### src/hw/rtl/tmc_pkg.sv
// shared types, constants and functions for the triangle measure block
package tmc_pkg;

  localparam int COORD_BITS = 16;
  localparam int FRAC_BITS  = 8;
  localparam int DIFF_W     = COORD_BITS + 1;
  localparam int PROD_W     = 2 * DIFF_W;
  localparam int DSQ_W      = PROD_W;
  localparam int CROSS_W    = PROD_W + 1;
  localparam int RAD_W      = DSQ_W + 2 * FRAC_BITS;
  localparam int ROOT_BITS  = RAD_W / 2;
  localparam int REM_W      = ROOT_BITS + 3;
  localparam int SQ_STEPS   = 5;
  localparam int SQ_STAGES  = (ROOT_BITS + SQ_STEPS - 1) / SQ_STEPS;
  localparam int PERIM_W    = 27;
  localparam int AREA_W     = 33;
  // front stages: diffs, products, sums
  localparam int FRONT_STAGES = 3;
  localparam int PIPE_STAGES  = FRONT_STAGES + SQ_STAGES;

  typedef struct packed {
    logic signed [COORD_BITS-1:0] ax;
    logic signed [COORD_BITS-1:0] ay;
    logic signed [COORD_BITS-1:0] bx;
    logic signed [COORD_BITS-1:0] by_coord;
    logic signed [COORD_BITS-1:0] cx;
    logic signed [COORD_BITS-1:0] cy;
  } tmc_in_t;

  typedef struct packed {
    logic               valid_tri;
    logic [PERIM_W-1:0] perimeter_q8;
    logic [AREA_W-1:0]  area_halves;
    logic               is_right;
  } tmc_out_t;

  typedef struct packed {
    logic [REM_W-1:0]     rem;
    logic [ROOT_BITS-1:0] root;
  } tmc_acc_t;

  // one digit of the restoring square root
  function automatic tmc_acc_t sq_step(input tmc_acc_t acc, input logic [1:0] pair);
    tmc_acc_t         res;
    logic [REM_W-1:0] r;
    logic [REM_W-1:0] trial;
    r     = {acc.rem[REM_W-3:0], pair};
    trial = REM_W'({acc.root, 2'b01});
    if (r >= trial) begin
      res.rem  = r - trial;
      res.root = {acc.root[ROOT_BITS-2:0], 1'b1};
    end else begin
      res.rem  = r;
      res.root = {acc.root[ROOT_BITS-2:0], 1'b0};
    end
    return res;
  endfunction

endpackage

### src/hw/rtl/tmc_sqrt_pipe.sv
// pipelined fixed-point square root, several digits per stage
module tmc_sqrt_pipe import tmc_pkg::*; (
  input  logic                 clk,
  input  logic [DSQ_W-1:0]     dsq,
  output logic [ROOT_BITS-1:0] root
);

  tmc_acc_t         acc_r   [SQ_STAGES];
  logic [RAD_W-1:0] rad_r   [SQ_STAGES];
  tmc_acc_t         acc_nxt [SQ_STAGES];
  logic [RAD_W-1:0] rad_nxt [SQ_STAGES];

  genvar k;
  generate
    for (k = 0; k < SQ_STAGES; k++) begin : g_stage
      tmc_acc_t         acc_in;
      logic [RAD_W-1:0] rad_in;

      // stage input: fresh radicand or previous stage
      if (k == 0) begin : g_head
        assign acc_in = '0;
        assign rad_in = {dsq, {(2*FRAC_BITS){1'b0}}};
      end else begin : g_tail
        assign acc_in = acc_r[k-1];
        assign rad_in = rad_r[k-1];
      end

      // digits of this stage
      always_comb begin
        tmc_acc_t acc;
        int       i;
        acc = acc_in;
        for (int j = 0; j < SQ_STEPS; j++) begin
          i = ROOT_BITS - 1 - SQ_STEPS * k - j;
          if (i >= 0) begin
            acc = sq_step(acc, rad_in[2*i +: 2]);
          end
        end
        acc_nxt[k] = acc;
        rad_nxt[k] = rad_in;
      end

      always_ff @(posedge clk) begin
        acc_r[k] <= acc_nxt[k];
        rad_r[k] <= rad_nxt[k];
      end
    end
  endgenerate

  assign root = acc_r[SQ_STAGES-1].root;

endmodule

### config.mk
export PLATFORM = sky130hd
export DESIGN_NAME = tmc_sqrt_pipe
export DESIGN_NICKNAME = d
export VERILOG_FILES = /design/src/hw/rtl/tmc_pkg.sv /design/src/hw/rtl/tmc_sqrt_pipe.sv
export SDC_FILE = /design/constraint.sdc
export NUM_CORES = 1
export LEC_CHECK = 0
export BUFFER_PORTS_ARGS = -buffer_cell sky130_fd_sc_hd__buf_2
export CORE_AREA = 2 2 224 336
export CTS_CLUSTER_SIZE = 10
export DETAILED_ROUTE_END_ITERATION = 10
export DIE_AREA = 0 0 226 338
export PLACE_DENSITY = 0.63
export SLEW_MARGIN = 20
export SYNTH_ARGS = -nofsm -noshare
export SYNTH_HDL_FRONTEND = slang
export SYNTH_SLANG_ARGS = --single-unit
### constraint.sdc
create_clock -name clk -period 18.9 [get_ports clk]
set_clock_uncertainty 0.2 [all_clocks]
set_input_delay 0 -clock clk [delete_from_list [all_inputs] [get_ports clk]]
set_output_delay 0 -clock clk [all_outputs]
set_load 0.05 [all_outputs]
# Word level (Yosys, flattened, before mapping)
# Memory sizes are Yosys's and may differ from the RTL's.
# Cells that the tools add are included.
dict set report word_totals {
  mem_count 2
  ramBits 515
  word_cells 77
  output_inout_bits 25
  ff_bits 0
  input_bits 35
}
# memory depth word_bits rd rd_clocked_by_memory_dff wr line
set mem_list {}
lappend mem_list {acc_r 5 53 5 0 5 tmc_sqrt_pipe.sv:8} ;# tmc_acc_t acc_r [SQ_STAGES];
lappend mem_list {rad_r 5 50 4 0 5 tmc_sqrt_pipe.sv:9} ;# logic [RAD_W-1:0] rad_r [SQ_STAGES];
dict set report op_classes {
  n_mux 25
  n_lt_le_gt_ge 25
  add_sub_neg 25
}
# operator count
set ops {}
lappend ops {{$mux W51} 20}
lappend ops {{$ge A28 B27 Y1} 24}
lappend ops {{$sub A26 B26 Y26} 19}
lappend ops {{$mux W53} 5}
lappend ops {{$sub A28 B27 Y28} 5}
lappend ops {{$sub A2 B1 Y3 const B} 1}
lappend ops {{$ge A2 B1 Y1 const B} 1}

# Longest topological paths before layout
# Gate-level depths: netlist (run 1).
# An unclocked memory read counts as a cell.
dict set report depth {
  depth_word 11
  ltp_mapped 91
  ltp_nobuf 85
}

# Worst setup path after synthesis (run 1)
# No wires, ideal clock.
dict set report synth_timing {
  kind {reg2reg}
  from {memory acc_r[0][106] (netlist name)}
  to {memory acc_r[0][206] (netlist name)}
  t_required_ns 18.576
  stages_incl_launch_ff 90
  t_arrival_ns 16.550
  period_less_slack_ns 16.874
  slack_ns 2.026
  n_path_buf 7
  setup_ns 0.124
  path_cell_list {dfxtp_1 inv_1 ha_1 nor2b_1 o21ai_0 a21o_1 a21oi_1 o21bai_1 a21o_1 nand2_1 inv_1 buf_1 o31ai_1 ha_1 a21o_1 a21o_1 a21o_1 a221o_1 (+54 left out) o21bai_1 a21oi_1 o21bai_1 a21oi_1 o21bai_1 a21oi_1 o21bai_1 a21oi_1 o21bai_1 a21oi_1 o21bai_1 a21oi_1 o21bai_1 nor4_2 nand2_1 clkbuf_1 inv_1 o21ai_0}
}
# element line
set synth_lines {}
lappend synth_lines {{from (decl)} tmc_sqrt_pipe.sv:8}

==> run_results.csv, run 1 <==
group,metric,value,unit
placement,dp.cells,4910,
cts,clk_pin_slew,0.07,ns
global_route,antenna_found_initial,0,
outcome,status,"completed",
worst_hold_path,hold_class,"in -> reg",
final_layout,post-route-util,43.3,%
logic_synthesis,synth-seq-cells,220,
floorplanning,rows,122,
worst_hold_path,hold-path-endpoint,"acc_r[0][25]",
cts,cts_tree,"yes",
placement,place_congestion,0.935,
critical_path,cp_num_buf_inv,9,
sta,maxSlewViolCount,0,
detailed_routing,first_pass_iters,5,
cts,clock_sinks,220,
logic_synthesis,synth_mux_area_share,2.93,%
detailed_routing,via_per_inst,5.82,
logic_synthesis,yosys.area_share.xor_xnor,11.3,%
sta,tightestPinTransition,1.14,ns
global_route,globalRouteTotalUtil,24.2,%
cts,ctsRootBufferMaster,"clkbuf_16",
logic_synthesis,syn_area,29100,um2
cts,clk_latency,0.59,ns
sta,hold_viol_final,0,
final_layout,area_growth_syn_to_layout,9.43,%
logic_synthesis,synth_top_area_share,15.2,%
critical_path,reg2reg_to,"acc_r[0][195]",
detailed_routing,wl,94500,um
critical_path,worstReg2RegStart,"acc_r[0][106]",
critical_path,cp_data_arrival_time,17.84,ns
global_route,overflow,0,
logic_synthesis,synth_area_leader_cell,"dfxtp_1",
placement,dpl.hpwl,77200,um
global_route,grt_max_degree,42,
detailed_routing,drt-initial-drc-count,1825,
logic_synthesis,synth_top_family_by_area,"compound AO/OA/AOI/OAI gates",
detailed_routing,drc,0,
floorplanning,initial_core_util,39.6,%
logic_synthesis,synth_cell_types,106,
final_layout,fin_area,31800,um2
detailed_routing,wire_per_inst,18.8,um
logic_synthesis,async_reset_ff_share,0,%
power_and_ir_drop,max-vdd-ir-drop,0.0924,mV
logic_synthesis,synth-simple-area-share,24.3,%
final_layout,final_cell_mix,"nor2_1 (395), a21oi_1 (378), nand2_1 (335)",
global_route,grt_pass1_wl,148000,um
floorplanning,io_pins,60,
critical_path,crit_type,"reg -> reg",
critical_path,reg2regPathDepth,86,
final_layout,nNetsFinal,4384,
sta,min_period,17.59,ns
logic_synthesis,synth-edff-count,0,
power_and_ir_drop,p_leak,14.3,nW
sta,hold_ws,0.101,ns
sta,finalSetupViolCount,0,
critical_path,startpoint_type,"register",
logic_synthesis,syn-instance-count,3954,
sta,clock.fmax,56.8,MHz
logic_synthesis,synth_flop_cell,"dfxtp_1",
logic_synthesis,seq_area_frac_synth,15.2,%
critical_path,critPathTopFamily,"compound AO/OA/AOI/OAI gates",
critical_path,worstPathRequired,19.15,ns
logic_synthesis,synth_fa_ha_area_share,14.5,%
cts,clk_path_buf_depth,3,
logic_synthesis,avgSynthCellArea,7.35,um2
logic_synthesis,synth_compound_area_share,26.7,%
critical_path,path_depth,86,
cts,numCtsBuffers,29,
floorplanning,die_w,226,um
floorplanning,die-area,76400,um2
critical_path,crit_path_end_kind,"register",
placement,place_area,30200,um2
worst_hold_path,min_delay_path_depth,4,
critical_path,cpMostUsedCell,"a21oi_1",
global_route,grt_pass1_vias,28300,
sta,finalCritPeriodShare,93.1,%
final_layout,drive_above_1_share,7.40,%
detailed_routing,via_count,29200,
critical_path,r2r_slack,1.31,ns
critical_path,worst_path_largest_cell_delay,0.58,ns
cts,htree_levels,1,
final_layout,final_cells,5020,
detailed_routing,ant_nets,0,
logic_synthesis,synth.area.top_cells,"dfxtp_1 (15%), ha_1 (14%), xnor2_1 (7.5%), a21oi_1 (6.5%), nor2_1 (5.1%)",
critical_path,cpMaxStageDelayCell,"a2111oi_1",
run,maxCapViolations,0,
sta,relSlewSlack,23.3,%
final_layout,final_common_cell,"nor2_1",
critical_path,cp_max_fo,33,
floorplanning,core,73400,um2
final_layout,nFillCells,7644,
power_and_ir_drop,p_per_area,136,nW/um2
floorplanning,die_h,338,um
worst_hold_path,min_from,"dsq[24]",
placement,numPortBuffers,59,
logic_synthesis,ys_warn_count,0,
-- state kept, by name, indices dropped and copies added, names as in the netlist --
signal  count
acc_r     178
rad_r      42
-- cell families (layout without fill, tap and decap cells) --
| logic type | Yosys count | count (layout) |
|---|---|---|
| AND/OR/NAND/NOR | 1403 | 1403 |
| AO/OA/AOI/OAI | 1184 | 1184 |
| XOR/XNOR | 373 | 373 |
| buffers and inverters | 360 | 431 |
| adder cells (fa/ha/maj) | 335 | 335 |
| flip-flops | 220 | 220 |
| multiplexers | 78 | 78 |
| other | 1 | 4 |
-- stage by stage --
stage                     total power [mW]  worst slack, ns  TNS (ns)
after floorplan                       3.03             2.03         0
after global placement                3.71             1.30         0
after detailed placement              3.73             1.14         0
after CTS                             4.30             1.04         0
after global routing                  4.69          -0.0459   -0.0734
final                                 4.32             1.31         0
-- worst reg2reg max path: cells and delay by family, from the launching register on --
family	cells	cell delay, ns
compound gates	49	9.73
xor+xnor	2	0.51
buf+inv	9	1.30
simple gates	19	3.31
mux	1	0.35
fa+ha+maj	6	1.72
flops	1	0.32
-- cells in the mapped netlist (all sizes together) (13+ instances only) --
library cell	count
nor2	396
a21oi	378
nand2	336
ha	332
xnor2	250
inv	234
dfxtp	220
o21ai	208
xor2	123
a21o	119
nand3	115
nor3	105
buf	64
clkbuf	60
nand2b	60
nor2b	56
mux2	54
o21a	53
nand4	46
o31ai	46
and3	45
o21bai	44
a31oi	43
nor4	41
a211oi	38
o211ai	34
or3	34
and2	32
or2	30
mux2i	24
nor4b	21
or4	20
a21boi	17
a31o	17
a211o	16
a2111oi	15
a311oi	15
and4	15
nand3b	14
o31a	14
nor3b	13
-- where the power goes --
part | internal, mW | leakage (nW) | total [mW] | switching, mW
registers | 0.566 | 1.83 | 0.674 | 0.107
clock network | 0.322 | 0.439 | 0.538 | 0.216
logic | 1.22 | 12.0 | 3.11 | 1.89
-- final cells by class --
class | count | area, um2 | area share, %
Antenna cell | 1 | 2.50 | 0.00787
Clock buffer | 38 | 810 | 2.55
Clock inverter | 6 | 86.3 | 0.271
Inverter | 236 | 897 | 2.82
Multi-Input combinational cell | 3376 | 23200 | 73.0
Sequential cell | 220 | 4400 | 13.8
Tap cell | 992 | 1240 | 3.90
Timing Repair Buffer | 150 | 1130 | 3.55
Timing Repair inverter | 1 | 5.00 | 0.0157
-- metal layers --
| metal | up-vias | wire length [um] | GRT usage (%) |
|---|---|---|---|
| met3 | 281 | 3110 | 1.60 |
| met5 | - | 0 | 0 |
| met4 | 0 | 6210 | 15.0 |
| met2 | 757 | 48900 | 46.3 |
| met1 | 13700 | 36300 | 25.7 |
| li1 | 14500 | - | - |
-- timing repair --
| action | CTS | global route |
|---|---|---|
| endpoints found under the hold margin | 34 | 0 |
| setup buffers | 0 | 4 |
| resized for setup | 0 | 9 |
| setup endpoints to repair | 0 | 27 |
| hold buffers | 60 | 0 |
-- worst max-delay path by stage --
stage,startpoint,to,slack (ns)
2_1_floorplan,acc_r[0][106],acc_r[0][206],2.03
3_3_place_gp,acc_r[0][185],acc_r[0][238],1.30
3_5_place_dp,acc_r[0][106],acc_r[0][195],1.14
4_1_cts,acc_r[0][106],acc_r[0][195],1.04
5_1_grt,acc_r[0][106],acc_r[0][195],-0.05
6_report,acc_r[0][106],acc_r[0][195],1.31
(Power assumes the default switching activity.)
==> inputs of run 2 (changes only) <==
--- a/config.mk
+++ b/config.mk
@@ -10,7 +10,8 @@
 export CTS_CLUSTER_SIZE = 10
 export DETAILED_ROUTE_END_ITERATION = 10
 export DIE_AREA = 0 0 226 338
-export PLACE_DENSITY = 0.63
+export PLACE_DENSITY = 0.58
+export REMOVE_ABC_BUFFERS = 1
 export SLEW_MARGIN = 20
 export SYNTH_ARGS = -nofsm -noshare
 export SYNTH_HDL_FRONTEND = slang
==> run 2 against run 1 <==
  * Critical path type unchanged
  * Maximum frequency up 2.3%
  * Critical path depth decreased by 1
  * Sequential power decreased by 1%
  * Final cell count is 0.18% lower
  * Hold slack better by 0.0090 ns
  * Power grew 0.47%
  * Critical endpoint is now acc_r[0][193]
  * Sequential share of layout area hardly changed
==> run_results.csv, run 2 (same netlist as run 1, synthesis figures left out) <==
group,metric,value,unit
worst_hold_path,hold-path-endpoint,"rad_r[0][73]",
sta,relSlewSlack,18.1,%
global_route,grt_max_degree,42,
sta,finalCritPeriodShare,91.0,%
cts,clk_pin_slew,0.07,ns
final_layout,diodes,0,
critical_path,crit_type,"reg -> reg",
cts,clock_sinks,220,
cts,clk_path_buf_depth,3,
detailed_routing,via_per_inst,5.75,
placement,place_area,30200,um2
detailed_routing,wire_per_inst,19.1,um
critical_path,worstReg2RegStart,"acc_r[0][106]",
power_and_ir_drop,max-vdd-ir-drop,0.109,mV
final_layout,nFillCells,7589,
sta,tightestPinTransition,1.21,ns
final_layout,fin_area,31700,um2
global_route,overflow,0,
placement,dp.cells,4907,
floorplanning,initial_core_util,39.6,%
floorplanning,die-area,76400,um2
power_and_ir_drop,p_total,4.34,mW
sta,finalSetupViolCount,0,
floorplanning,die_h,338,um
sta,worst_slack,1.71,ns
outcome,status,"completed",
global_route,grt_pass1_wl,150000,um
run,maxCapViolations,0,
sta,maxSlewViolCount,0,
critical_path,cpMaxStageDelayCell,"a2111oi_1",
sta,rsz0062_at_grt,"no",
detailed_routing,drc,0,
critical_path,reg2reg_to,"acc_r[0][193]",
placement,numPortBuffers,59,
power_and_ir_drop,clockPowerShare,11.9,%
detailed_routing,first_pass_iters,5,
worst_hold_path,min_delay_path_depth,0,
cts,ctsRootBufferMaster,"clkbuf_16",
global_route,antenna_found_initial,0,
critical_path,worstPathRequired,19.15,ns
power_and_ir_drop,seq_power_share,15.4,%
sta,hold_ws,0.110,ns
final_layout,regMostFlops,"acc_r",
cts,cts_tree,"yes",
detailed_routing,via_count,28800,
final_layout,nNetsFinal,4379,
critical_path,startpoint_type,"register",
power_and_ir_drop,swShare,51.6,%
floorplanning,die_w,226,um
placement,place_congestion,0.910,
final_layout,final_cell_mix,"nor2_1 (395), a21oi_1 (378), nand2_1 (334)",
power_and_ir_drop,p_per_area,137,nW/um2
global_route,grt_pass1_vias,27900,
sta,min_period,17.19,ns
final_layout,largest_register_ffs,178,
detailed_routing,wl,95900,um
sta,clock.fmax,58.2,MHz
cts,numCtsBuffers,28,
power_and_ir_drop,pwr-share-comb,72.7,%
worst_hold_path,hold_class,"reg -> reg",
cts,htree_levels,1,
detailed_routing,ant_nets,0,
final_layout,post-route-util,43.2,%
critical_path,reg2regPathDepth,85,
placement,dpl.hpwl,78300,um
placement,dp_slack,0.660,ns
critical_path,cpMostUsedCell,"a21oi_1",
floorplanning,rows,122,
critical_path,r2r_slack,1.71,ns
final_layout,area_growth_syn_to_layout,9.17,%
power_and_ir_drop,internal_power,2.10,mW
sta,fin_setup_tns,0,ns
final_layout,final_cells,5011,
power_and_ir_drop,power.switching,2.24,mW
floorplanning,io_pins,60,
sta,hold_viol_final,0,
final_layout,reg.largest.list,"acc_r: 178 flops, rad_r: 42 flops",
detailed_routing,drt-initial-drc-count,1613,
critical_path,worst_path_largest_cell_delay,0.52,ns
floorplanning,core,73400,um2
cts,clk_latency,0.58,ns
global_route,globalRouteTotalUtil,24.5,%
critical_path,cp_data_arrival_time,17.44,ns
power_and_ir_drop,p_leak,14.2,nW
final_layout,drive_above_1_share,7.19,%
final_layout,final_common_cell,"nor2_1",
critical_path,crit_path_end_kind,"register",
critical_path,cp_max_fo,32,
worst_hold_path,min_from,"rad_r[0][23]",
-- run 2: cell count changes in the layout (fill, tap and decap cells not counted), moves of 2 or more --
cell	change
buf_4	-4
clkinv_2	-2
clkinvlp_4	-2
clkbuf_8	-3
-- run 2: layer usage --
metal,vias to the layer above,track usage [%],wire length [um]
li1,14500,-,-
met2,598,48.2,50800
met1,13500,26.2,37600
met3,237,1.59,2510
met5,-,0,0
met4,0,11.8,4950
-- run 2: worst max-delay path, delay by kind of cell (launching register included) --
family | cells | cell delay, ns
multiplexers | 2 | 0.78
flip-flops | 1 | 0.37
XOR/XNOR | 2 | 0.48
AO/OA/AOI/OAI | 47 | 8.80
AND/OR/NAND/NOR | 19 | 3.08
adder cells (fa/ha/maj) | 5 | 1.59
buffers and inverters | 10 | 1.68
-- run 2: worst max-delay path by stage --
stage / from / to / slack (ns) / cells after the start
finish: acc_r[0][106] / acc_r[0][193] / 1.71 / 85
global route: acc_r[0][185] / acc_r[0][238] / 0.07 / 76
CTS: acc_r[0][113] / acc_r[0][193] / 0.57 / 84
detailed placement: acc_r[0][113] / acc_r[0][193] / 0.66 / 84
global placement: acc_r[0][113] / acc_r[0][195] / 0.84 / 84
floorplan: acc_r[0][106] / acc_r[0][193] / 1.28 / 82
-- run 2: power by group through the flow --
stage               registers [mW]  logic [mW]  clock network (mW)
finish                       0.667        3.16               0.519
global route                 0.679        3.49               0.547
detailed placement           0.675        3.09                   0
floorplan                    0.649        2.35                   0
global placement             0.677        3.08                   0
CTS                          0.666        3.12               0.534
-- run 2: repair_timing --
item                                    CTS  global route
resized for setup                         0            11
hold endpoints to repair                 32             0
hold buffers                             60             0
setup buffers                             0             3
endpoints found under the setup margin    0            27
-- run 2: layout make-up --
cell class	count	area [um2]	area share (%)
Clock buffer	36	772	2.43
Clock inverter	4	77.6	0.244
Inverter	236	893	2.82
Multi-Input combinational cell	3377	23200	73.3
Sequential cell	220	4400	13.9
Tap cell	992	1240	3.91
Timing Repair Buffer	146	1100	3.46
